**src/rtl/core/stf3_queue.sv**
```systemverilog
// ----------------------------------------------------------------------------
// stf3_queue
// Short token queue between the front and the back of the filter.
// ----------------------------------------------------------------------------
module stf3_queue #(
    parameter int W     = 20,
    parameter int DEPTH = 2
) (
    input  logic         i_clk,
    input  logic         i_rst_n,
    input  logic         i_push,
    input  logic [W-1:0] i_data,
    input  logic         i_pop,
    output logic [W-1:0] o_data,
    output logic         o_full,
    output logic         o_empty
);
    localparam int PTR_W = (DEPTH > 1) ? $clog2(DEPTH) : 1;
    localparam int CNT_W = $clog2(DEPTH + 1);

    logic [W-1:0]     r_mem [DEPTH];
    logic [PTR_W-1:0] r_wptr;
    logic [PTR_W-1:0] r_rptr;
    logic [CNT_W-1:0] r_cnt;

    always_ff @(posedge i_clk) begin
        if (!i_rst_n) begin
            r_wptr <= '0;
            r_rptr <= '0;
            r_cnt  <= '0;
        end else begin
            if (i_push) begin
                r_wptr <= (r_wptr == PTR_W'(DEPTH - 1)) ? '0 : r_wptr + 1'b1;
            end
            if (i_pop) begin
                r_rptr <= (r_rptr == PTR_W'(DEPTH - 1)) ? '0 : r_rptr + 1'b1;
            end
            if (i_push && !i_pop) begin
                r_cnt <= r_cnt + 1'b1;
            end else if (!i_push && i_pop) begin
                r_cnt <= r_cnt - 1'b1;
            end
        end
    end

    always_ff @(posedge i_clk) begin
        if (i_push) begin
            r_mem[r_wptr] <= i_data;
        end
    end

    assign o_data  = r_mem[r_rptr];
    assign o_full  = (r_cnt == CNT_W'(DEPTH));
    assign o_empty = (r_cnt == '0);

endmodule

```
**config.mk**
```make
export PLATFORM = sky130hd
export DESIGN_NAME = stf3_queue
export DESIGN_NICKNAME = d
export VERILOG_FILES = /design/src/rtl/core/stf3_queue.sv
export SDC_FILE = /design/constraint.sdc
export NUM_CORES = 1
export LEC_CHECK = 0
export BUFFER_PORTS_ARGS = -buffer_cell sky130_fd_sc_hd__buf_2
export CAP_MARGIN = 0
export CORE_UTILIZATION = 54
export CTS_CLUSTER_SIZE = 28
export DETAILED_ROUTE_END_ITERATION = 12
export HOLD_SLACK_MARGIN = 0.06
export PLACE_DENSITY = 0.82
export SLEW_MARGIN = 20
export SYNTH_ARGS = -nofsm -noshare
export SYNTH_HDL_FRONTEND = slang
export SYNTH_SLANG_ARGS = --single-unit
```
**constraint.sdc**
```tcl
create_clock -name i_clk -period 4.2 [get_ports i_clk]
set_clock_uncertainty 0.15 [all_clocks]
set_input_delay 0.42 -clock i_clk [delete_from_list [all_inputs] [get_ports i_clk]]
set_output_delay 0.42 -clock i_clk [all_outputs]
set_load 0.01 [all_outputs]
```
=== Yosys cells after proc, flatten, opt, wreduce, memory -nomap -nowiden ===
Memory sizes are Yosys's and may differ from the RTL's. A register that Yosys moved wholly into a read port is not among the register bits.
Index checks and enable logic that the tools add are counted.

* Bits in registers: 4
* Bits in latches: 0
* Bits in writable memories: 40
* ROM bits: 0
* Word-level logic and storage cells: 23
* Memories kept: 1

* Add/subtract/negate cells: 4
* Multipliers: 0
* Div/mod/pow operators: 0
* $lt $le $gt $ge: 0
* Equality and inequality tests: 1
* Shift-type cells: 0
* Mux-type cells: 8
* Bitwise gates (word level): 0
* Reduce and logical (&&, ||, !) cells: 6

{| class="wikitable"
|+ Memory list
! name !! depth !! width !! rd ports !! clocked after memory_dff !! wr ports !! line !! text
|-
| r_mem || 2 || 20 || 1 || 1 || 1 || 21 || <nowiki>logic [W-1:0] r_mem [DEPTH];</nowiki>
|}

{| class="wikitable"
|+ Operators with widths
! cell !! count
|-
| 1-bit 2-to-1 mux || 6
|-
| 2-bit 2-to-1 mux || 2
|-
| 1-bit adder, second input constant || 2
|-
| 2-bit by 1-bit adder with 2-bit output, second input constant || 1
|-
| 2-bit equality test, second input constant || 1
|-
| 1-bit logical AND || 2
|-
| 1-bit logical NOT || 2
|-
| 2-bit logical NOT || 1
|-
| 2-bit nonzero test || 1
|-
| 2-bit by 1-bit subtractor with 2-bit output, second input constant || 1
|}

=== Logic depth before layout (Yosys ltp) ===
Gate-level depths: netlist (run 1).

* Depth after elaboration: 4
* Mapped depth: 5

=== Least setup slack after synthesis (run 1) ===
OpenSTA, ideal clock, no wires.

* Kind: input to register
* Start: input port i_push
* End: memory r_mem[0][0] (enable)
* Setup time: 0.400 ns
* Arrival: 1.386 ns
* Data required time: 3.650 ns
* Path slack: 2.264 ns
* Cell stages on the path: 1
* Buffers on the path: 0
* Cell sequence: nor2b_1

* Cells in the longest elaborated chain, start to end: 2

{| class="wikitable"
|+ RTL lines
! item !! line !! text
|-
| from (decl) || 11 || <nowiki>input logic i_push,</nowiki>
|-
| 1-bit 2-to-1 mux || 47 || <nowiki>if (i_push) begin</nowiki>
|-
| 1-bit 2-to-1 mux (implied by the code) || 48 || <nowiki>r_mem[r_wptr] <= i_data;</nowiki>
|-
| to (decl) || 21 ||
|}

Every way passes these cells.

==> results.md, run 1 <==
- Final cell count without fillers: 166
- Fin util: 0.695
- RSZ-0062 raised after global routing: no
- Failing checks: DRC
- Sinks on the clock net: 45
- Num rows: 19
- Initial DRC Count: 38
- Flop2flop setup slack: 2.50 ns
- Status: finished with violations
- Post-route ant nets: 0
- Buffers on Ports: 45
- Yosys reg bits: 45
- Max-slew violation count: 0
- Total negative setup slack: 0 ns
- Initial Util: 0.585
- Worst-Margin Slew: 1.06 ns
- Routed WL: 2760 um
- Final min period: 2.41 ns
- Clk buf depth: 2
- Number of setup buffers added after CTS: 0
- Die width: 57.4 um
- Chip height: 57.4 um
- Post-synthesis instance total: 84
- Cells along the critical path: mux2_2 -> buf_2
- Reg2Reg Capture Point: r_mem[0][9]
- Slowest CP cell: dfxtp_1
- Full die area: 3290 um2
- Mux contribution to synthesized area: 0.136
- Crit path DAT: 1.84 ns
- First-pass GRT wire length: 4170 um
- First-pass DRT Iterations: 8
- Leakage: 0.759 nW
- Relative slew slack: 0.292
- Crit. End Element: primary output
- P&R area growth vs syn: 18.8%
- Final setup viols: 0
- Post-CTS Hold Fix Bufs: 0
- H-tree Lvls: 2
- Power per cell area: 422 nW/um2
- Top Ports: 46
- Skew-Pair Late Insertion Delay: 0.36 ns
- Post-CTS Resized: 0
- Drt wl/cell: 16.6 um
- Worst Hold Class: in -> reg
- Detail Placement HPWL: 1880 um
- Share of cells above drive strength 1: 0.556
- Multi-input logic area: 343 um2
- Yosys Warn Count: 0
- Worst R2R Start: r_wptr
- Number of nets in the layout: 159
- GRT overflow: 0
- Initial antenna violation count: 0
- Crit-path max FO: 20
- Xor and xnor area share after synthesis: 0.0159
- Largest net degree at the start of global routing: 22
- CTS tree: yes
- Worst Setup EP: o_data[1]
- Slowest stage delay, CP: 0.92 ns
- Vias: 883
- Leading cell type in the layout, fill and taps excluded: buf_2
- TritonCTS Buffers: 5
- Cell area after synthesis: 1660 um2
- Antenna diodes: 0
- Total Power Consumption: 0.000829 W
- Compound-Gate Fraction of Synth Area: 0.0121
- Most frequent cells in the layout: 45 x buf_2, 40 x edfxtp_1, 20 x mux2_2
- Critical path required time: 3.63 ns
- Adder-cell share of the synthesized area: 0.00756
- Final Hold Fails: 0
- Critical Path Start Type: flip-flop
- Reg2Reg Depth: 1
- Net Count, Synth: 109
- Seq/Total Area, Yosys: 0.786
- GPL Wtd Cong: 0.604
- Max-cap check violation count: 0
- VDD IR max: 0.000304 V
- Layout fillers: 196
- # DRC: 5
- Fmax: 415 MHz
- Clock slew at reported path FFs: 0.13 ns
- Core area: 2830 um2
- Sequential standard cell area: 1300 um2
- Root Driver: clkbuf_4
- Number of global-route vias before repair: 884
- Final period util: 0.574
- CP Class: reg -> out
- Main combinational cell family by area after synthesis: multiplexers
- Vias per cell: 5.32
- GRT Overall Usage: 0.183
- Simple-gate share of the synthesized area: 0.0340
- Post-synth cell types: 16
- Synthesized area per cell: 19.7 um2
- Placed cells: 158
[routing by layer]
layer / vias to the layer above / GRT usage / share of wire
met5: - / 0 / 0
met4: 0 / 0.0732 / 0.016
met3: 7 / 0.0726 / 0.048
met2: 20 / 0.331 / 0.56
met1: 438 / 0.187 / 0.37
li1: 418 / - / -
[worst max-delay path: cells and delay by family (launching register included)]
family,cells,cell delay [ns]
DFF,1,0.92
muxes,1,0.42
buffers and inverters,1,0.14
[cells in the mapped netlist]
cell type / instances / area (um2)
edfxtp_1: 40 / 1200
mux2_2: 20 / 225
dfxtp_1: 5 / 100
and2_1: 4 / 25.0
buf_2: 2 / 10.0
nor2b_1: 2 / 12.5
xor2_1: 2 / 17.5
a21boi_1: 1 / 7.51
and2b_2: 1 / 8.76
ha_1: 1 / 12.5
inv_1: 1 / 3.75
nor2_1: 1 / 3.75
o21a_1: 1 / 7.51
o21ai_0: 1 / 5.00
or3_1: 1 / 6.26
xnor2_1: 1 / 8.76
[kinds of logic after synthesis]
logic type / after synthesis
multiplexers: 20
flip-flops: 45
buffers and inverters: 3
adder cells (fa/ha/maj): 1
AO/OA/AOI/OAI: 3
AND/OR/NAND/NOR: 9
XOR/XNOR: 3
[where the power goes]
group	internal, W	total, W	switching [W]
clock network	0.0000632	0.000199	0.000136
logic	0.0000523	0.0000990	0.0000468
registers	0.000515	0.000531	0.0000166
[sequential cells by signal (all words and copies together) (netlist names), named ones only]
register,flops
r_wptr,1
r_rptr,1
r_mem,40
r_cnt,2
[cell type report]
cell class,instances,share of cell area
clock buffer,5,0.0191
clock inverter,3,0.00891
inverter,1,0.00191
multi-input combinational,36,0.174
sequential,45,0.662
tap,31,0.0197
timing repair buffer,45,0.115
[stage by stage]
stage                     instance area [um2]  setup WS (ns)  hold slack, ns
final                                    1970           1.79          0.0883
after CTS                                1970           1.76          0.0809
after detailed placement                 1910           2.18           0.413
after global routing                     1970           1.67          0.0700
after global placement                   1910           2.19           0.328
after floorplan                          1660           2.26           0.316
[worst min path at each step]
stage,depth (start not counted),to,startpoint
after floorplan,2,r_cnt[1],r_cnt[1]
after global placement,2,r_cnt[1],r_cnt[1]
after detailed placement,2,r_cnt[1],r_cnt[1]
after CTS,1,r_mem[1][18],i_data[18]
after global routing,1,r_mem[1][13],i_data[13]
final,1,r_mem[1][12],i_data[12]
No activity file was read; power rests on OpenSTA's default activity.
==> run 2: changes to the inputs <==
Settings changed: CORE_UTILIZATION 54 to 50, PLACE_DENSITY 0.82 to 0.77.
Clock period 4.2 ns to 2.5 ns, I/O delays scaled along.
==> run 2 against run 1 <==
The run now ends clean. Power is 75% higher. Cell count up 22%. Setup slack worse by 1.1 ns. Non-clock buffer count up 24. Clock-buffer cell count increased by 2. Sequential power increased by 65%. Via count increased by 8.8%. Register-to-register slack lost 1.3 ns. Cell area up 13%. Largest cell class unchanged.
==> results.md, run 2 (synthesis results as in run 1) <==
- Flop2flop setup slack: 1.16 ns (was 2.50 ns)
- First-pass DRT Iterations: 4 (was 8)
- RSZ-0062 raised after global routing: no (unchanged)
- Max-cap check violation count: 0 (unchanged)
- Sequential power share: 0.603 (was 0.641)
- Vias per cell: 4.73 (was 5.32)
- Setup ws final: 0.640 ns (was 1.79 ns)
- Number of nets in the layout: 183 (was 159)
- Fmax: 538 MHz
- Vias: 961 (was 883)
- Worst hold slack: 0.0852 ns (was 0.0883 ns)
- P&R area growth vs syn: 34.8% (was 18.8%)
- Routed WL: 2610 um (was 2760 um)
- # DRC: 0 (was 5)
- Largest net degree at the start of global routing: 22 (unchanged)
- Sinks on the clock net: 45 (unchanged)
- Initial Util: 0.533 (was 0.585)
- GRT Overall Usage: 0.166 (was 0.183)
- Top Ports: 46 (unchanged)
- TritonCTS Buffers: 5 (unchanged)
- Total Power Consumption: 0.00146 W (was 0.000829 W)
- CP Class: reg -> out (unchanged)
- Hold Startpoint: i_pop (was i_data[12])
- Relative slew slack: 0.823 (was 0.292)
- Layout fillers: 226 (was 196)
- Final setup viols: 0 (unchanged)
- Worst R2R Start: r_wptr (unchanged)
- Max reg flops: 40 (unchanged)
- Core area: 3100 um2 (was 2830 um2)
- Finished Cell Area: 2230 um2 (was 1970 um2)
- Initial antenna violation count: 0 (unchanged)
- Placed instance area: 1950 um2 (was 1910 um2)
- Final period util: 0.744
- Root Driver: clkbuf_4 (unchanged)
- Initial DRC Count: 18 (was 38)
- Comb power frac: 0.141 (was 0.119)
- Crit path DAT: 1.46 ns (was 1.84 ns)
- Number of global-route vias before repair: 940 (was 884)
- Leading cell type in the layout, fill and taps excluded: buf_2 (unchanged)
- Worst Hold Class: in -> reg (unchanged)
- Most frequent cells in the layout: 45 x buf_2, 40 x edfxtp_1, 21 x dlygate4sd3_1 (was 45 x buf_2, 40 x edfxtp_1, 20 x mux2_2)
- Buffers on Ports: 45 (unchanged)
- Biggest regs: r_mem x40, r_cnt x2 (unchanged)
- Crit. End Element: primary output (unchanged)
- Crit-path max FO: 20 (unchanged)
- Met1 usage: 0.147 (was 0.187)
- Clk buf depth: 2 (unchanged)
- Met3 Use GR: 0.0721 (was 0.0726)
- Antenna diodes: 0 (unchanged)
- GPL Wtd Cong: 0.662 (was 0.604)
- Final min period: 1.86 ns
- Clock slew at reported path FFs: 0.12 ns (was 0.13 ns)
- Post-route ant nets: 0 (unchanged)
- Full die area: 3550 um2 (was 3290 um2)
- Skew-Pair Late Insertion Delay: 0.34 ns (was 0.36 ns)
- Die width: 59.5 um (was 57.4 um)
- Top reg by flops: r_mem (unchanged)
- Final Hold Fails: 0 (unchanged)
- Drt wl/cell: 12.8 um (was 16.6 um)
- CTS tree: yes (unchanged)
- Max-slew violation count: 0 (unchanged)
- First-pass GRT wire length: 3910 um (was 4170 um)
- Routing usage on met2: 0.299 (was 0.331)
- Status: finished clean (was finished with violations)
- P_int: 0.00114 W (was 0.000630 W)
- Critical Path Start Type: flip-flop (unchanged)
- GRT overflow: 0 (unchanged)
- Number of setup buffers added after CTS: 0 (unchanged)
- Power per cell area: 652 nW/um2 (was 422 nW/um2)
- Share of power burned in the clock network: 0.256 (was 0.240)
- Critical path required time: 2.10 ns (was 3.63 ns)
- Leakage: 0.872 nW (was 0.759 nW)
- Total negative setup slack: 0 ns (unchanged)
- Sw Share: 0.216 (was 0.240)
- H-tree Lvls: 2 (unchanged)
- Pre-CTS worst setup slack: 1.02 ns (was 2.18 ns)
- Detail Placement HPWL: 1690 um (was 1880 um)
- Num rows: 20 (was 19)
- Chip height: 59.5 um (was 57.4 um)
- Post-CTS Resized: 0 (unchanged)
- Net Switching: 0.000315 W (was 0.000199 W)
- VDD IR max: 0.000498 V (was 0.000304 V)
- Post-CTS Hold Fix Bufs: 21 (was 0)
- Share of cells above drive strength 1: 0.491 (was 0.556)
- Gr busiest metal: met2 (unchanged)
- Worst-Margin Slew: 0.265 ns (was 1.06 ns)
[run 2: cell count changes in the layout (fill, tap and decap cells not counted)]
cell | previous run | this run
dlygate4sd3_1 | 0 | 21
clkbuf_8 | 0 | 2
clkinvlp_4 | 1 | 0
buf_4 | 0 | 3
clkinv_2 | 2 | 1
[run 2: layout make-up]
| type | count | area [um2] | area share |
|---|---|---|---|
| Clock buffer | 7 | 65.1 | 0.0292 |
| Clock inverter | 1 | 5.00 | 0.00224 |
| Inverter | 1 | 3.75 | 0.00168 |
| Multi-Input combinational cell | 36 | 343 | 0.154 |
| Sequential cell | 45 | 1300 | 0.583 |
| Tap cell | 44 | 55.1 | 0.0247 |
| Timing Repair Buffer | 69 | 458 | 0.205 |
[run 2: through the flow]
step | utilization | instances
4_1_cts | 0.719 | 203
2_1_floorplan | - | 84
6_report | 0.719 | 203
3_5_place_dp | 0.629 | 174
5_1_grt | 0.719 | 203
3_3_place_gp | 0.629 | 174
[run 2: worst max-delay path: stages (launching register included)]
cell     delay, ns
dfxtp_1       0.33
buf_4         0.26
mux2_2        0.37
buf_2         0.14
[run 2: power groups by stage]
stage	registers [W]	logic (W)	clock network, W
2_1_floorplan	0.000892	0.000108	0
3_3_place_gp	0.000893	0.000177	0
3_5_place_dp	0.000896	0.000181	0
4_1_cts	0.000879	0.000207	0.000386
5_1_grt	0.000882	0.000223	0.000414
6_report	0.000878	0.000205	0.000372
[run 2: path summary, 6_finish.rpt]
path / to / depth (start not counted)
worst max register to register: r_mem[1][3] / 2
worst max-delay path: o_data[3] / 3
worst min register to register: r_cnt[1] / 2
worst min-delay path: flip-flop / 3
[run 2: routing by layer]
| layer | vias up | share of wire |
|---|---|---|
| met1 | 457 | 0.36 |
| met4 | 0 | 0.030 |
| met5 | - | 0 |
| li1 | 466 | - |
| met3 | 8 | 0.053 |
| met2 | 30 | 0.55 |
