--- src/rtl/core/stf3_pkg.sv ---
// ----------------------------------------------------------------------------
// stf3_pkg
// Shared widths, register indexes and token types of the 3D stencil filter.
// ----------------------------------------------------------------------------
package stf3_pkg;

    localparam int SAMPLE_W   = 24;
    localparam int TIME_W     = 32;
    localparam int DIM_CFG_W  = 9;
    localparam int INT_W      = 16;
    localparam int CFG_DATA_W = 16;
    localparam int CFG_IDX_W  = 2;
    localparam int ACC_W      = 28;
    localparam int QDEPTH     = 2;

    // register indexes
    localparam logic [CFG_IDX_W-1:0] REG_SIZE_I   = 2'd0;
    localparam logic [CFG_IDX_W-1:0] REG_SIZE_J   = 2'd1;
    localparam logic [CFG_IDX_W-1:0] REG_SIZE_K   = 2'd2;
    localparam logic [CFG_IDX_W-1:0] REG_INTERVAL = 2'd3;

    // input op codes
    localparam logic OP_SAMPLE = 1'b0;
    localparam logic OP_FLUSH  = 1'b1;

    // cycles the size products need after a config write
    localparam logic [1:0] CFG_SETTLE = 2'd2;

    // neighbor read slots
    localparam logic [2:0] NB_CENTER = 3'd0;
    localparam logic [2:0] NB_KP     = 3'd1;
    localparam logic [2:0] NB_KM     = 3'd2;
    localparam logic [2:0] NB_JP     = 3'd3;
    localparam logic [2:0] NB_JM     = 3'd4;
    localparam logic [2:0] NB_IP     = 3'd5;
    localparam logic [2:0] NB_IM     = 3'd6;

    // divide by twelve: x/4 then times (2^26-1)/3, one correction step
    localparam int               DIV_Y_W   = 25;
    localparam int               RECIP_SH  = 26;
    localparam logic [24:0]      RECIP3    = 25'd22369621;

    typedef struct packed {
        logic interior;
        logic last;
    } t_tok_ctl;

    localparam int TOK_CTL_W = $bits(t_tok_ctl);

endpackage

--- src/rtl/core/stf3_mod.sv ---
// ----------------------------------------------------------------------------
// stf3_mod
// Bit-serial remainder unit: (time level + 1) mod filter interval.
// ----------------------------------------------------------------------------
module stf3_mod (
    input  logic                          i_clk,
    input  logic                          i_rst_n,
    input  logic                          i_start,
    input  logic [stf3_pkg::TIME_W:0]     i_dividend,
    input  logic [stf3_pkg::INT_W-1:0]    i_divisor,
    output logic                          o_busy,
    output logic                          o_rem_zero
);
    localparam int DVD_W = stf3_pkg::TIME_W + 1;
    localparam int CNT_W = $clog2(DVD_W + 1);

    logic                          r_busy;
    logic [CNT_W-1:0]              r_cnt;
    logic [DVD_W-1:0]              r_dvd;
    logic [stf3_pkg::INT_W-1:0]    r_dvs;
    logic [stf3_pkg::INT_W-1:0]    r_rem;
    logic [stf3_pkg::INT_W:0]      w_shift;
    logic [stf3_pkg::INT_W:0]      w_diff;

    assign w_shift = {r_rem, r_dvd[DVD_W-1]};
    assign w_diff  = w_shift - {1'b0, r_dvs};

    always_ff @(posedge i_clk) begin
        if (!i_rst_n) begin
            r_busy <= 1'b0;
            r_cnt  <= '0;
        end else if (i_start) begin
            r_busy <= 1'b1;
            r_cnt  <= CNT_W'(DVD_W);
        end else if (r_busy) begin
            r_cnt <= r_cnt - 1'b1;
            if (r_cnt == CNT_W'(1)) begin
                r_busy <= 1'b0;
            end
        end
    end

    always_ff @(posedge i_clk) begin
        if (i_start) begin
            r_dvd <= i_dividend;
            r_dvs <= i_divisor;
            r_rem <= '0;
        end else if (r_busy) begin
            r_dvd <= {r_dvd[DVD_W-2:0], 1'b0};
            if (w_shift >= {1'b0, r_dvs}) begin
                r_rem <= w_diff[stf3_pkg::INT_W-1:0];
            end else begin
                r_rem <= w_shift[stf3_pkg::INT_W-1:0];
            end
        end
    end

    assign o_busy     = r_busy;
    assign o_rem_zero = (r_rem == '0);

endmodule

--- src/rtl/core/stf3_front.sv ---
// ----------------------------------------------------------------------------
// stf3_front
// Accepts words, stores samples, tracks grid positions and issues one token
// per point that is ready to be emitted.
// ----------------------------------------------------------------------------
module stf3_front #(
    parameter  int MAX_DIM = 256,
    localparam int DW      = $clog2(MAX_DIM + 1),
    localparam int PLW     = $clog2(MAX_DIM * MAX_DIM + 1),
    localparam int PW      = $clog2(MAX_DIM * MAX_DIM * MAX_DIM + 1),
    localparam int WIN     = 2 * MAX_DIM * MAX_DIM + MAX_DIM,
    localparam int AW      = $clog2(WIN),
    localparam int TW      = AW + stf3_pkg::TOK_CTL_W
) (
    input  logic                               i_clk,
    input  logic                               i_rst_n,
    input  logic                               i_cfg_we,
    input  logic [stf3_pkg::CFG_IDX_W-1:0]     i_cfg_index,
    input  logic [stf3_pkg::CFG_DATA_W-1:0]    i_cfg_data,
    input  logic                               i_valid,
    output logic                               o_stall,
    input  logic                               i_op,
    input  logic signed [stf3_pkg::SAMPLE_W-1:0] i_sample,
    input  logic [stf3_pkg::TIME_W-1:0]        i_time_level,
    input  logic                               i_q_full,
    input  logic                               i_q_empty,
    output logic                               o_q_push,
    output logic [TW-1:0]                      o_q_data,
    input  logic                               i_back_idle,
    output logic                               o_wr_en,
    output logic [AW-1:0]                      o_wr_addr,
    output logic [stf3_pkg::SAMPLE_W-1:0]      o_wr_data,
    output logic [DW-1:0]                      o_sk,
    output logic [PLW-1:0]                     o_plane
);
    localparam logic F_RUN = 1'b0;
    localparam logic F_MOD = 1'b1;

    function automatic logic [DW-1:0] f_clamp(input logic [stf3_pkg::DIM_CFG_W-1:0] v);
        logic [DW-1:0] r;
        if (int'(v) < 3) begin
            r = DW'(3);
        end else if (int'(v) > MAX_DIM) begin
            r = DW'(MAX_DIM);
        end else begin
            r = DW'(v);
        end
        return r;
    endfunction

    // configuration
    logic [stf3_pkg::DIM_CFG_W-1:0] r_cfg_si, r_cfg_sj, r_cfg_sk;
    logic [stf3_pkg::INT_W-1:0]     r_cfg_int;
    logic [DW-1:0]                  w_si, w_sj, w_sk;
    logic [PLW-1:0]                 r_plane;
    logic [PW-1:0]                  r_total;

    // control state
    logic        r_state, n_state;
    logic [1:0]  r_cfg_wait, n_cfg_wait;
    logic [PW-1:0] r_in_pos, n_in_pos, r_out_pos, n_out_pos;
    logic [AW-1:0] r_waddr, n_waddr, r_raddr, n_raddr;
    logic [DW-1:0] r_ci, n_ci, r_cj, n_cj, r_ck, n_ck;
    logic        r_filt_act, n_filt_act;
    logic        r_have_filt, n_have_filt;
    logic        r_filt_next, n_filt_next;

    logic        w_cfg_hit, w_stall, w_acc, w_first, w_need, w_ready_new;
    logic        w_mod_start, w_mod_busy, w_mod_zero;
    logic        w_store, w_emit, w_last, w_filt;
    logic [PW-1:0] w_in_next;
    logic [PW:0]   w_ahead;
    stf3_pkg::t_tok_ctl w_ctl;

    assign w_si = f_clamp(r_cfg_si);
    assign w_sj = f_clamp(r_cfg_sj);
    assign w_sk = f_clamp(r_cfg_sk);

    assign w_cfg_hit = i_cfg_we && (i_cfg_index == stf3_pkg::REG_SIZE_I ||
                                    i_cfg_index == stf3_pkg::REG_SIZE_J ||
                                    i_cfg_index == stf3_pkg::REG_SIZE_K ||
                                    i_cfg_index == stf3_pkg::REG_INTERVAL);

    assign w_first = (i_op == stf3_pkg::OP_SAMPLE) && (r_in_pos == '0);
    assign w_need  = i_valid && w_first && !r_have_filt;
    assign w_stall = (r_cfg_wait != '0) || (r_state != F_RUN) || i_q_full || w_need;
    assign w_acc   = i_valid && !w_stall;

    // a new grid starts only once the back has finished with the old one
    assign w_ready_new = (r_state == F_RUN) && w_need && (r_cfg_wait == '0) &&
                         i_back_idle && i_q_empty && !w_mod_busy;
    assign w_mod_start = w_ready_new && (r_cfg_int != '0);

    assign w_store   = w_acc && (i_op == stf3_pkg::OP_SAMPLE) && (r_in_pos < r_total);
    assign w_in_next = w_store ? r_in_pos + 1'b1 : r_in_pos;
    assign w_ahead   = {1'b0, r_out_pos} + (PW + 1)'(r_plane);
    assign w_emit    = w_acc && (r_out_pos < w_in_next) &&
                       ((w_ahead < {1'b0, w_in_next}) || (w_in_next >= r_total));
    assign w_last    = (r_out_pos + 1'b1 == r_total);
    assign w_filt    = (w_store && r_in_pos == '0) ? r_filt_next : r_filt_act;

    always_comb begin
        w_ctl.interior = w_filt &&
                         r_ci != '0 && r_ci != w_si - 1'b1 &&
                         r_cj != '0 && r_cj != w_sj - 1'b1 &&
                         r_ck != '0 && r_ck != w_sk - 1'b1;
        w_ctl.last = w_last;
    end

    stf3_mod u_mod (
        .i_clk      (i_clk),
        .i_rst_n    (i_rst_n),
        .i_start    (w_mod_start),
        .i_dividend ({1'b0, i_time_level} + (stf3_pkg::TIME_W + 1)'(1)),
        .i_divisor  (r_cfg_int),
        .o_busy     (w_mod_busy),
        .o_rem_zero (w_mod_zero)
    );

    always_comb begin
        n_state     = r_state;
        n_cfg_wait  = r_cfg_wait;
        n_in_pos    = r_in_pos;
        n_out_pos   = r_out_pos;
        n_waddr     = r_waddr;
        n_raddr     = r_raddr;
        n_ci        = r_ci;
        n_cj        = r_cj;
        n_ck        = r_ck;
        n_filt_act  = r_filt_act;
        n_have_filt = r_have_filt;
        n_filt_next = r_filt_next;

        if (r_cfg_wait != '0) begin
            n_cfg_wait = r_cfg_wait - 1'b1;
        end

        case (r_state)
            F_RUN: begin
                if (w_mod_start) begin
                    n_state = F_MOD;
                end else if (w_ready_new) begin
                    n_have_filt = 1'b1;
                    n_filt_next = 1'b0;
                end
            end
            F_MOD: begin
                if (!w_mod_busy) begin
                    n_state     = F_RUN;
                    n_have_filt = 1'b1;
                    n_filt_next = w_mod_zero;
                end
            end
            default: begin
                n_state = F_RUN;
            end
        endcase

        if (w_store) begin
            n_in_pos = r_in_pos + 1'b1;
            n_waddr  = (r_waddr == AW'(WIN - 1)) ? '0 : r_waddr + 1'b1;
            if (r_in_pos == '0) begin
                n_filt_act  = r_filt_next;
                n_have_filt = 1'b0;
            end
        end

        if (w_emit) begin
            n_out_pos = r_out_pos + 1'b1;
            n_raddr   = (r_raddr == AW'(WIN - 1)) ? '0 : r_raddr + 1'b1;
            if (r_ck == w_sk - 1'b1) begin
                n_ck = '0;
                if (r_cj == w_sj - 1'b1) begin
                    n_cj = '0;
                    n_ci = r_ci + 1'b1;
                end else begin
                    n_cj = r_cj + 1'b1;
                end
            end else begin
                n_ck = r_ck + 1'b1;
            end
        end

        // last point of the grid or a config write: start over
        if ((w_emit && w_last) || w_cfg_hit) begin
            n_in_pos   = '0;
            n_out_pos  = '0;
            n_waddr    = '0;
            n_raddr    = '0;
            n_ci       = '0;
            n_cj       = '0;
            n_ck       = '0;
            n_filt_act = 1'b0;
        end

        if (w_cfg_hit) begin
            n_state     = F_RUN;
            n_cfg_wait  = stf3_pkg::CFG_SETTLE;
            n_have_filt = 1'b0;
        end
    end

    always_ff @(posedge i_clk) begin
        if (!i_rst_n) begin
            r_state     <= F_RUN;
            r_cfg_wait  <= stf3_pkg::CFG_SETTLE;
            r_in_pos    <= '0;
            r_out_pos   <= '0;
            r_waddr     <= '0;
            r_raddr     <= '0;
            r_ci        <= '0;
            r_cj        <= '0;
            r_ck        <= '0;
            r_filt_act  <= 1'b0;
            r_have_filt <= 1'b0;
            r_filt_next <= 1'b0;
            r_cfg_si    <= stf3_pkg::DIM_CFG_W'(3);
            r_cfg_sj    <= stf3_pkg::DIM_CFG_W'(3);
            r_cfg_sk    <= stf3_pkg::DIM_CFG_W'(3);
            r_cfg_int   <= '0;
        end else begin
            r_state     <= n_state;
            r_cfg_wait  <= n_cfg_wait;
            r_in_pos    <= n_in_pos;
            r_out_pos   <= n_out_pos;
            r_waddr     <= n_waddr;
            r_raddr     <= n_raddr;
            r_ci        <= n_ci;
            r_cj        <= n_cj;
            r_ck        <= n_ck;
            r_filt_act  <= n_filt_act;
            r_have_filt <= n_have_filt;
            r_filt_next <= n_filt_next;
            if (i_cfg_we) begin
                case (i_cfg_index)
                    stf3_pkg::REG_SIZE_I:   r_cfg_si  <= i_cfg_data[stf3_pkg::DIM_CFG_W-1:0];
                    stf3_pkg::REG_SIZE_J:   r_cfg_sj  <= i_cfg_data[stf3_pkg::DIM_CFG_W-1:0];
                    stf3_pkg::REG_SIZE_K:   r_cfg_sk  <= i_cfg_data[stf3_pkg::DIM_CFG_W-1:0];
                    stf3_pkg::REG_INTERVAL: r_cfg_int <= i_cfg_data[stf3_pkg::INT_W-1:0];
                    default: begin
                    end
                endcase
            end
        end
    end

    // size products settle through r_plane then r_total, covered by the settle count
    always_ff @(posedge i_clk) begin
        r_plane <= PLW'(w_sj) * PLW'(w_sk);
        r_total <= PW'(r_plane) * PW'(w_si);
    end

    assign o_stall   = w_stall;
    assign o_q_push  = w_emit;
    assign o_q_data  = {r_raddr, w_ctl};
    assign o_wr_en   = w_store;
    assign o_wr_addr = r_waddr;
    assign o_wr_data = i_sample;
    assign o_sk      = w_sk;
    assign o_plane   = r_plane;

endmodule

--- config.mk ---
export PLATFORM = sky130hd
export DESIGN_NAME = stf3_front
export DESIGN_NICKNAME = d
export VERILOG_FILES = /design/src/rtl/core/stf3_pkg.sv /design/src/rtl/core/stf3_mod.sv /design/src/rtl/core/stf3_front.sv
export SDC_FILE = /design/constraint.sdc
export NUM_CORES = 1
export LEC_CHECK = 0
export ABC_AREA = 1
export BUFFER_PORTS_ARGS = -buffer_cell sky130_fd_sc_hd__buf_4
export CAP_MARGIN = 20
export CORE_MARGIN = 2
export CORE_UTILIZATION = 55
export DETAILED_ROUTE_END_ITERATION = 16
export MAX_ROUTING_LAYER = met4
export PLACE_DENSITY = 0.78
export SYNTH_ARGS = -nofsm -noshare
export SYNTH_HDL_FRONTEND = slang
export SYNTH_HIERARCHICAL = 1
export SYNTH_SLANG_ARGS = --single-unit
--- constraint.sdc ---
create_clock -name i_clk -period 12 [get_ports i_clk]
set_clock_uncertainty 0.1 [all_clocks]
set_input_delay 2.4 -clock i_clk [delete_from_list [all_inputs] [get_ports i_clk]]
set_output_delay 2.4 -clock i_clk [all_outputs]
set_load 0.02 [all_outputs]
# [Word level (Yosys, flattened, before mapping)]
# Cells that the tools add are included.
[classes] n_mux=33 n_div=0 n_bitwise=3 add_sub_neg=15 n_eq_ne=15 n_reduce_logical=55 mul=2 order_cmp=11 shifts=0
[op_table] cell="9-bit 2-to-1 mux" count=8
[op_table] cell="33-bit 2-to-1 mux" count=2
[op_table] cell="25-bit by 1-bit adder with 25-bit output (second input constant)" count=2
[op_table] cell="25-bit less-than comparator" count=2
[op_table] cell="18-bit by 1-bit adder with 18-bit output (second input constant)" count=2
[op_table] cell="18-bit == test (second input constant)" count=2
[op_table] cell="18-bit 2-to-1 mux" count=2
[op_table] cell="32-bit by 1-bit adder with 33-bit output (second input constant)" count=1
[op_table] cell="9-bit by 1-bit adder with 9-bit output (second input constant)" count=3
[op_table] cell="9-bit > comparator (second input constant)" count=3
[op_table] cell="9-bit by 2-bit less-than comparator with 1-bit output (second input constant)" count=3
[op_table] cell="9-bit != test" count=3
[op_table] cell="9-bit nonzero test" count=3
[op_table] cell="9-bit by 1-bit subtractor with 9-bit output (second input constant)" count=3
[op_table] cell="25-bit by 17-bit adder with 26-bit output" count=1
[op_table] cell="26-bit by 25-bit less-than comparator with 1-bit output" count=1
[op_table] cell="25-bit == test" count=1
[op_table] cell="25-bit >= comparator" count=1
[op_table] cell="25-bit zero test" count=1
[op_table] cell="17-bit by 9-bit multiplier with 25-bit output" count=1
[op_table] cell="25-bit 2-to-1 mux" count=1
[op_table] cell="1-bit logical AND" count=23
[op_table] cell="9-bit == test" count=2
[op_table] cell="17-bit by 16-bit >= comparator with 1-bit output" count=1
[op_table] cell="22 further kinds" count=62
[word_totals] in_bits=82 ff_bits=276 wordCells=158 out_inout_bits=91 memories=0 romBits=0 ram_bits=0 latchBits=0

# [Depth between registers and ports, before layout]
# Gate-level depths: netlist of run 1.
[logic_depth] word_depth=17 depth_mapped=34 ltp_nobuf=34

# [Hierarchy]
# Netlist of run 1, hierarchy kept.
[modules_own_cells] mod="stf3_front" seq_area_each_um2=4083.9 area_per_inst_um2=21500.6 n_inst=1 cells_per_inst=3037
[modules_own_cells] mod="stf3_mod" seq_area_each_um2=1931.9 area_per_inst_um2=4266.6 n_inst=1 cells_per_inst=529

# [Least setup slack after synthesis of run 1]
# No wires, ideal clock.
[synth_timing] kind="input-to-output" startpoint="input port i_valid" endpoint="output port o_q_push" arrival_time_ns=5.698 stages=22 t_required_ns=9.500 path_buffers=1 setup_slack_ns=3.802 path_cell_list="nor3b_1 nand4_1 nand3_1 nor2_1 nand2_2 inv_2 nand2_1 nor3_2 nand4_1 nor4_1 xor2_1 inv_1 ha_1 nand2_1 inv_1 nand3_1 or3_1 nor4_1 a21oi_4 nand2_1 inv_2 buf_2"
[synth_via] elab_chain_cells=11 elab_cells_between_ends=14 cone_classes="3 x order compare; 1 x mux; 10 x reduce/logical"
[synth_rtl] element="from (decl)" line="stf3_front.sv:20" rtl="input logic i_valid,"
[synth_rtl] element="1-bit logical AND (2 in series)" line="stf3_front.sv:85" rtl="assign w_need = i_valid && w_first && !r_have_filt;"
[synth_rtl] element="1-bit logical OR" line="stf3_front.sv:86" rtl="assign w_stall = (r_cfg_wait != '0) || (r_state != F_RUN) || i_q_full || w_need;"
[synth_rtl] element="1-bit zero test" line="stf3_front.sv:87" rtl="assign w_acc = i_valid && !w_stall;"
[synth_rtl] element="1-bit logical AND (*)" line="stf3_front.sv:87"
[synth_rtl] element="1-bit logical AND (*) (2 in series)" line="stf3_front.sv:94" rtl="assign w_store = w_acc && (i_op == stf3_pkg::OP_SAMPLE) && (r_in_pos < r_total);"
[synth_rtl] element="named net o_wr_en" line="stf3_front.sv:30" rtl="output logic o_wr_en,"
[synth_rtl] element="25-bit 2-to-1 mux (*)"
[synth_rtl] element="named net w_in_next[24]" line="stf3_front.sv:71" rtl="logic [PW-1:0] w_in_next;"
[synth_rtl] element="26-bit by 25-bit less-than comparator with 1-bit output (tied with other cells)" line="stf3_front.sv:98" rtl="((w_ahead < {1'b0, w_in_next}) || (w_in_next >= r_total));"
[synth_rtl] element="1-bit logical OR / 1-bit logical AND (equally long branches)" line="stf3_front.sv:98, stf3_front.sv:97"
[synth_rtl] element="1-bit logical AND (*)" line="stf3_front.sv:97" rtl="assign w_emit = w_acc && (r_out_pos < w_in_next) &&"
[synth_rtl] element="to (decl)" line="stf3_front.sv:27" rtl="output logic o_q_push,"
# Mark *: on every way through the listed nets, which the timed path passes. The rest lies on a longest branch.

# [Final worst setup path of run 1]
[layout_timing] startpoint="input port i_valid" endpoint="output port o_q_push"
[layout_via] elab_chain_cells=11 elab_cells_between_ends=14 cone_classes="3 x order compare; 1 x mux; 10 x reduce/logical"
[layout_rtl] element="1-bit logical AND (2 in series)" line="stf3_front.sv:85"
[layout_rtl] element="1-bit logical OR" line="stf3_front.sv:86"
[layout_rtl] element="1-bit zero test" line="stf3_front.sv:87"
[layout_rtl] element="1-bit logical AND (*)" line="stf3_front.sv:87"
[layout_rtl] element="1-bit logical AND (*) (2 in series)" line="stf3_front.sv:94"
[layout_rtl] element="25-bit 2-to-1 mux (*)"
[layout_rtl] element="named net w_in_next[24]" line="stf3_front.sv:71"
[layout_rtl] element="26-bit by 25-bit less-than comparator with 1-bit output (tied with other cells)" line="stf3_front.sv:98"
[layout_rtl] element="1-bit logical OR / 1-bit logical AND (equally long branches)" line="stf3_front.sv:98, stf3_front.sv:97"
[layout_rtl] element="1-bit logical AND (*)" line="stf3_front.sv:97"
# Marked as above.

==> implementation parameters, run 1 <==
Parameter                              Value

Synth
  Netlist Area Pre-Place ... 25800 um^2
  Post-synthesis area per instance ... 7.23 um^2
  EDFF count, synth ... 49
  Cell taking the most area after synthesis ... sky130_fd_sc_hd__dfxtp_1
  Synthesized netlist cell count ... 3566
  Cell types with the highest counts after synthesis ... 809 x sky130_fd_sc_hd__nand2_1, 618 x sky130_fd_sc_hd__inv_1, 367 x sky130_fd_sc_hd__nor2_1
  Sequential cell area fraction in the yosys report ... 23.3%
  Library cell with the highest instance count after synthesis ... sky130_fd_sc_hd__nand2_1
  Top-area cell type share of the netlist area ... 17.6%
  Synthesis Warnings ... 6
  Library cells used by synthesis ... 64
  Primary flip-flop cell chosen by synthesis mapping ... sky130_fd_sc_hd__dfxtp_1
  Most area-consuming cells after synthesis ... sky130_fd_sc_hd__dfxtp_1 18%, sky130_fd_sc_hd__fa_1 12%, sky130_fd_sc_hd__nand2_1 12%
  Post-synthesis sequential element count ... 276
  Proportion of register bits with asynchronous set or reset after synthesis ... 0%
  Synthesized net count ... 4032

Final layout
  Diode count ... 0
  # fillers ... 4147
  Final net count ... 4108
  FF/Latch Area ... 6020 um^2
  Area of the multi-input gates ... 16800 um^2
  Share of final-layout standard cells stronger than drive strength 1 ... 8.61%
  Area overhead of the layout relative to synthesis ... 9.45%

Floorplanning
  Die height ... 220 um
  Initial standard-cell utilization of the core ... 55.6%
  Top-level port count ... 173
  Die footprint ... 48600 um^2
  Floorplan die width ... 220 um
  Core outline area ... 46400 um^2
  Number of placement rows ... 79

Setup path
  Capturing element type of the critical path ... output port
  Category of the most critical setup path ... in2out
  Worst EP arrival ... 6.65 ns
  Element type at the critical path start ... input port
  Data required time at the worst endpoint ... 9.50 ns
  FF-to-FF setup slack ... 5.60 ns
  Largest driver fanout on the critical path ... 17

Pwr
  Peak supply drop ... 0.105 mV
  PD cells ... 119 nW/um^2
  Static Leak ... 0.0139 uW

Global route
  Via count of the first global-routing pass ... 21300
  First-pass GRT wire length ... 108000 um
  Global route total overflow ... 0
  Initial antenna violation count ... 0
  Total global-route track usage ... 28.6%
  Maximum number of pins on one net before global-route repair ... 61

Timing
  Worst rel slew slack ... 30.4%
  Pins over their slew limit ... 0
  Worst slack on hold paths ... 0.356 ns
  Final-report hold violation count ... 0
  Post-layout minimum cycle time ... 9.15 ns
  Post-route fraction of the period consumed by the critical path ... 76.2%
  Setup repair after global routing missed its margin ... false
  Endpoints failing setup ... 0
  Post-route setup TNS ... 0 ns
  Upper clock frequency limit ... 109 MHz
  Slew @ Worst Pin ... 1.04 ns

Detailed routing
  Total via count after detailed routing ... 22900
  Number of nets still failing antenna checks after routing ... 0
  Detailed-route vias per instance ... 5.36
  Drt total wl ... 67300 um
  DRC violations left ... 0
  Routed wirelength normalized by instance count ... 15.7 um
  1st-iter DRT viols ... 1979
  TritonRoute pass-1 iters ... 9

Place
  Placer congestion estimate ... 0.968
  PortBufs ... 124
  HPWL reported at the end of detailed placement ... 52100 um

Clocking
  Post-CTS setup buffers ... 0
  Hold buffer count at CTS ... 0
  Clock latency reported for the late side of the worst-skew pair ... 0.58 ns
  Count of cells resized by post-cts repair ... 0
  Number of sinks on the clock net ... 276
  CTS clock-pin slew for the worst setup and hold paths ... 0.06 ns
  Max Root-Sink Buffers ... 3
  Clock H-tree levels ... 2
  Total clock buffers created by CTS ... 36
  CTS tree ... yes
  Root cell of the clock tree ... sky130_fd_sc_hd__clkbuf_16

Hold path
  Hold Path Class ... reg2reg

Outcome
  Outcome ... finished clean

Flow run
  Count of max-cap constraint violations ... 0
-- layout make-up --
class                   count  area share [%]
well taps                 607            2.69
multi-input cells        2553            59.4
repair buffers            134            3.57
clock inverters            15           0.652
clock buffers              51            3.79
inverters                 641            8.54
flip-flops and latches    276            21.3
-- worst max-delay path, cell delays in order --
cell and delay [ns]:
sky130_fd_sc_hd__buf_4 0.11, sky130_fd_sc_hd__nor3b_1 0.12, sky130_fd_sc_hd__nand4_1 0.13, sky130_fd_sc_hd__nand3_1 0.18, sky130_fd_sc_hd__nor2_1 0.26, sky130_fd_sc_hd__nand2_2 0.27
sky130_fd_sc_hd__inv_2 0.22, sky130_fd_sc_hd__nand2_1 0.13, sky130_fd_sc_hd__nor3_2 0.19, sky130_fd_sc_hd__nand4_1 0.17, sky130_fd_sc_hd__nor4_1 0.27, sky130_fd_sc_hd__xor2_1 0.24
sky130_fd_sc_hd__inv_1 0.11, sky130_fd_sc_hd__ha_1 0.31, sky130_fd_sc_hd__nand2_1 0.07, sky130_fd_sc_hd__inv_1 0.05, sky130_fd_sc_hd__nand3_1 0.07, sky130_fd_sc_hd__or3_1 0.34
sky130_fd_sc_hd__nor4_1 0.41, sky130_fd_sc_hd__a21oi_4 0.21, sky130_fd_sc_hd__nand2_2 0.17, sky130_fd_sc_hd__inv_2 0.05, sky130_fd_sc_hd__buf_4 0.15
-- flip-flops by register name, summed over array words and instances (netlist names), 2 cells and up --
signal / count
r_out_pos: 25
o_plane: 17
r_cfg_wait: 2
r_cj: 9
r_cfg_int: 16
r_cfg_sj: 9
o_wr_addr: 18
r_total: 25
r_cfg_sk: 9
r_ci: 9
r_cfg_si: 9
r_in_pos: 25
r_raddr: 18
u_mod/r_rem: 16
u_mod/r_cnt: 6
u_mod/r_dvs: 16
u_mod/r_dvd: 33
r_ck: 9
-- worst paths after layout --
kind | start | endpoint | cells past startpoint
max | i_valid | o_q_push | 23
min | r_cfg_int[9] | u_mod/r_dvs[9] | 0
max reg2reg | r_cfg_si[4] | r_total[24] | 28
min reg2reg | r_cfg_int[9] | u_mod/r_dvs[9] | 0
-- cells in the final DEF, fill, tap and decap left out, drive strengths merged, types with 68 or more instances in the layout --
| master | n |
|---|---|
| a21oi | 211 |
| buf | 134 |
| dfxtp | 227 |
| fa | 156 |
| ha | 228 |
| inv | 639 |
| nand2 | 829 |
| nand3 | 196 |
| nand4 | 68 |
| nor2 | 393 |
| o21ai | 95 |
| xor2 | 154 |
-- logic make-up after synthesis --
kind of cell	after synthesis	synth area share [%]
XOR/XNOR	195	6.63
adder cells (fa/ha/maj)	384	23.2
AO/OA/AOI/OAI	356	7.52
multiplexers	1	0.0388
buffers and inverters	737	11.7
AND/OR/NAND/NOR	1617	27.6
flip-flops	276	23.3
-- metrics by stage --
step                      util [%]  power, uW  cell area (um^2)  setup slack (ns)  std cells
after floorplan                  -       1910             25800              3.80       3566
final                         60.8       3350             28200              2.85       4277
after global routing          60.8       3570             28200              2.37       4277
after detailed placement      58.1       2210             26900              2.83       4211
after global placement        58.1       2190             26900              2.92       4211
after CTS                     60.8       3360             28200              2.81       4277
-- report_power, final --
part           switching [uW]  internal [uW]  total [uW]
Clock                     461            677        1140
Combinational             702            411        1110
Sequential               90.8           1010        1100
-- per-layer routing --
layer | vias up | GRT usage (%) | part of all wire, % | routed length (um)
li1 | 11400 | - | - | -
met1 | 10700 | 39.2 | 45 | 30400
met2 | 771 | 43.5 | 44 | 29700
met3 | 125 | 4.01 | 7.6 | 5090
met4 | 0 | 9.55 | 3.2 | 2120
met5 | - | - | 0 | 0
(Power assumes the default switching activity.)
==> run 2, diff against run 1 <==
--- a/config.mk
+++ b/config.mk
@@ -5,14 +5,14 @@
 export SDC_FILE = /design/constraint.sdc
 export NUM_CORES = 1
 export LEC_CHECK = 0
-export ABC_AREA = 1
+export ABC_AREA = 0
 export BUFFER_PORTS_ARGS = -buffer_cell sky130_fd_sc_hd__buf_4
 export CAP_MARGIN = 20
 export CORE_MARGIN = 2
 export CORE_UTILIZATION = 55
 export DETAILED_ROUTE_END_ITERATION = 16
 export MAX_ROUTING_LAYER = met4
-export PLACE_DENSITY = 0.78
+export PLACE_DENSITY = 0.81
 export SYNTH_ARGS = -nofsm -noshare
 export SYNTH_HDL_FRONTEND = slang
 export SYNTH_HIERARCHICAL = 1
==> constraint.sdc (replaced) <==
create_clock -name i_clk -period 7.61 [get_ports i_clk]
set_clock_uncertainty 0.1 [all_clocks]
set_input_delay 1.522 -clock i_clk [delete_from_list [all_inputs] [get_ports i_clk]]
set_output_delay 1.522 -clock i_clk [all_outputs]
set_load 0.02 [all_outputs]
==> implementation parameters, run 2 <==
Parameter                              Value

Timing
  Endpoints failing setup ... 0 (unchanged)
  Post-route fraction of the period consumed by the critical path ... 96.2%
  Slew @ Worst Pin ... 1.05 ns (+0.00888 ns)
  Setup repair after global routing missed its margin ... false
  Post-layout minimum cycle time ... 7.32 ns
  Post-route setup TNS ... 0 ns (unchanged)
  Final-report hold violation count ... 0 (unchanged)
  Upper clock frequency limit ... 137 MHz
  Pins over their slew limit ... 0 (unchanged)
  Worst rel slew slack ... 30.0% (-0.31 points)
  Setup WS post-layout ... 0.292 ns (-2.56 ns)

Hold path
  Hold Crit Start ... r_cfg_int[14]
  Worst Hold Depth ... 0 (unchanged)
  Min-Delay Endpoint ... u_mod/r_dvs[14]
  Hold Path Class ... reg2reg

Floorplanning
  Number of placement rows ... 77 (-2.5%)
  Top-level port count ... 173 (unchanged)
  Floorplan die width ... 216 um (-1.8%)
  Die footprint ... 46900 um^2 (-3.6%)
  Die height ... 216 um (-1.8%)
  Core outline area ... 44400 um^2 (-4.2%)
  Initial standard-cell utilization of the core ... 55.9% (+0.31 points)

Place
  HPWL reported at the end of detailed placement ... 51400 um (-1.3%)
  PortBufs ... 124 (unchanged)
  Placer congestion estimate ... 1.03 (+6.9%)
  Dpl cells ... 3559 (-15%)
  Post-Place Cell Area ... 26200 um^2 (-2.8%)
  Placement Setup Slack ... 0.00484 ns (-2.83 ns)

Synth
  Cell taking the most area after synthesis ... sky130_fd_sc_hd__dfxtp_1
  Synthesis Warnings ... 6 (unchanged)
  Library cell with the highest instance count after synthesis ... sky130_fd_sc_hd__inv_1
  Proportion of register bits with asynchronous set or reset after synthesis ... 0% (unchanged)
  Top-area cell type share of the netlist area ... 18.3% (+0.67 points)
  Synthesized netlist cell count ... 2942 (-17%)
  Cell types with the highest counts after synthesis ... 330 x sky130_fd_sc_hd__inv_1, 325 x sky130_fd_sc_hd__nand2_1, 240 x sky130_fd_sc_hd__nor2_1
  Post-synthesis area per instance ... 8.44 um^2 (+17%)
  Sequential cell area fraction in the yosys report ... 24.2% (+0.89 points)
  Synthesized net count ... 3408 (-15%)
  Netlist Area Pre-Place ... 24800 um^2 (-3.7%)
  Most area-consuming cells after synthesis ... sky130_fd_sc_hd__dfxtp_1 18%, sky130_fd_sc_hd__fa_1 13%, sky130_fd_sc_hd__ha_1 11%
  Post-synthesis sequential element count ... 276 (unchanged)
  EDFF count, synth ... 49 (unchanged)
  Library cells used by synthesis ... 82 (+28%)
  Primary flip-flop cell chosen by synthesis mapping ... sky130_fd_sc_hd__dfxtp_1

Clocking
  CTS tree ... yes
  Root cell of the clock tree ... sky130_fd_sc_hd__clkbuf_16
  Max Root-Sink Buffers ... 3 (unchanged)
  Hold buffer count at CTS ... 0 (unchanged)
  Clock H-tree levels ... 2 (unchanged)
  Number of sinks on the clock net ... 276 (unchanged)
  CTS clock-pin slew for the worst setup and hold paths ... 0.06 ns (about the same)
  Clock latency reported for the late side of the worst-skew pair ... 0.56 ns (-0.02 ns)
  Total clock buffers created by CTS ... 34 (-5.6%)

Pwr
  PD cells ... 166 nW/um^2 (+40%)
  Static Leak ... 0.0125 uW (-10%)
  Peak supply drop ... 0.179 mV (+70%)

Final layout
  Most frequent cells in the layout ... 330 x sky130_fd_sc_hd__inv_1, 323 x sky130_fd_sc_hd__nand2_1, 238 x sky130_fd_sc_hd__nor2_1, 228 x sky130_fd_sc_hd__ha_1, 227 x sky130_fd_sc_hd__dfxtp_1
  Area overhead of the layout relative to synthesis ... 10.5%
  Register with the most flip-flops ... u_mod/r_dvd
  Count of non-filler cells in the finished layout ... 3623 (-15%)
  Most common cell after layout, fill and taps aside ... sky130_fd_sc_hd__inv_1
  Final net count ... 3471 (-16%)
  Post-route design area ... 27400 um^2 (-2.7%)
  Final core utilization ... 61.8% (+0.93 points)
  Max FFs per register ... 33 (unchanged)
  Diode count ... 0 (unchanged)
  Share of final-layout standard cells stronger than drive strength 1 ... 10.2% (+1.6 points)

Detailed routing
  Detailed-route vias per instance ... 5.86 (+9.3%)
  Routed wirelength normalized by instance count ... 18.6 um (+18%)
  Number of nets still failing antenna checks after routing ... 0 (unchanged)
  1st-iter DRT viols ... 1392 (-30%)
  Drt total wl ... 67200 um (-0.11%)
  DRC violations left ... 0 (unchanged)
  TritonRoute pass-1 iters ... 5 (-4)
  Total via count after detailed routing ... 21200 (-7.4%)

Global route
  Total global-route track usage ... 29.5% (+0.89 points)
  Global route total overflow ... 0 (unchanged)
  Initial antenna violation count ... 0 (unchanged)
  Maximum number of pins on one net before global-route repair ... 68 (+11%)
  Via count of the first global-routing pass ... 21000 (-1.4%)
  First-pass GRT wire length ... 108000 um (+0.49%)

Setup path
  Largest driver fanout on the critical path ... 9 (-8)
  Worst setup path start ... i_q_full
  Data required time at the worst endpoint ... 5.99 ns (-3.51 ns)
  Element type at the critical path start ... input port
  FF-to-FF setup slack ... 0.87 ns (-4.73 ns)
  Number of cell instances on the worst register-to-register path ... 24 (-14%)
  Worst EP arrival ... 5.70 ns (-0.95 ns)
  Critical register-to-register path endpoint ... r_total[22]
  Capturing element type of the critical path ... output port
  Category of the most critical setup path ... in2out
  Launch instance of the worst register-to-register path ... r_cfg_si[6]

Outcome
  Outcome ... finished clean

Flow run
  Count of max-cap constraint violations ... 0 (unchanged)
[run 2: changes by cell type in the layout (fill, tap and decap cells not counted), sizes merged, moves of 40 or more]
cell	previous run	this run
nand2	829	326
and2	4	94
nor2	393	240
inv	639	331
xnor2	41	134
xor2	154	99
nand3	196	74
mux2	0	40
a21oi	211	110
and3	1	55
[run 2: worst max path at each step]
stage	slack [ns]	depth (start not counted)	to
3_3_place_gp	0.01	20	o_q_push
3_5_place_dp	0.005	20	o_q_push
5_1_grt	0.04	23	o_q_push
2_1_floorplan	0.16	22	o_q_push
6_report	0.29	19	o_q_push
4_1_cts	0.03	21	o_q_push
[run 2: layer usage]
metal / up-vias / wire (um) / global-route usage [%]
met2: 843 / 31300 / 47.7
met4: 0 / 2340 / 10.7
met5: - / 0 / -
li1: 10100 / - / -
met3: 180 / 4740 / 4.98
met1: 10200 / 28800 / 37.2
[run 2: layout make-up]
type / count / area [um^2]
tap: 592 / 741
clock inverter: 16 / 148
fill: 3663 / 17000
clock buffer: 46 / 978
sequential: 276 / 6020
multi-input combinational: 2187 / 17000
inverter: 338 / 1270
timing repair buffer: 168 / 1290
[run 2: what timing repair did]
action / in CTS / in global routing
gates resized for setup: 1 / 17
setup endpoints to repair: 1 / 1
pin swaps: 0 / 4
gates cloned: 0 / 0
setup buffers: 0 / 2
endpoints found under the hold margin: 0 / 0
[run 2: stage by stage]
stage	hold WS [ns]	total power, uW
global placement	0.344	2880
floorplan	0.330	2560
finish	0.364	4560
detailed placement	0.350	2920
global route	0.376	4800
CTS	0.366	4560
[run 2: logic make-up after synthesis]
family                     Yosys count  synth area share (%)
muxes                               58                  2.54
and+or+nand+nor                   1095                  22.0
buffers and inverters              479                  7.82
adders and majority gates          384                  24.1
xor gates and xnor gates           233                  8.22
AOI/OAI and AO/OA                  417                  11.1
DFF                                276                  24.2
[run 2: critical path, cell delays in order]
cell,delay [ns]
sky130_fd_sc_hd__buf_4,0.12
sky130_fd_sc_hd__or3b_4,0.41
sky130_fd_sc_hd__a2111oi_2,0.29
sky130_fd_sc_hd__o31a_1,0.27
sky130_fd_sc_hd__nand2_2,0.12
sky130_fd_sc_hd__a21o_4,0.25
sky130_fd_sc_hd__inv_1,0.10
sky130_fd_sc_hd__nand3_2,0.13
sky130_fd_sc_hd__nor3_2,0.34
sky130_fd_sc_hd__xnor2_2,0.18
sky130_fd_sc_hd__ha_1,0.33
sky130_fd_sc_hd__nand4_1,0.09
sky130_fd_sc_hd__or2_2,0.35
sky130_fd_sc_hd__nor4_2,0.27
sky130_fd_sc_hd__nand4_1,0.19
sky130_fd_sc_hd__a2111oi_4,0.34
sky130_fd_sc_hd__buf_4,0.17
sky130_fd_sc_hd__a211oi_4,0.04
sky130_fd_sc_hd__buf_4,0.17
[run 2: power breakdown]
part | switching (uW) | internal (uW) | leakage [uW]
clock network | 691 | 949 | 0.000538
logic | 706 | 495 | 0.00967
registers | 141 | 1580 | 0.00227
total | 1540 | 3020 | 0.0125
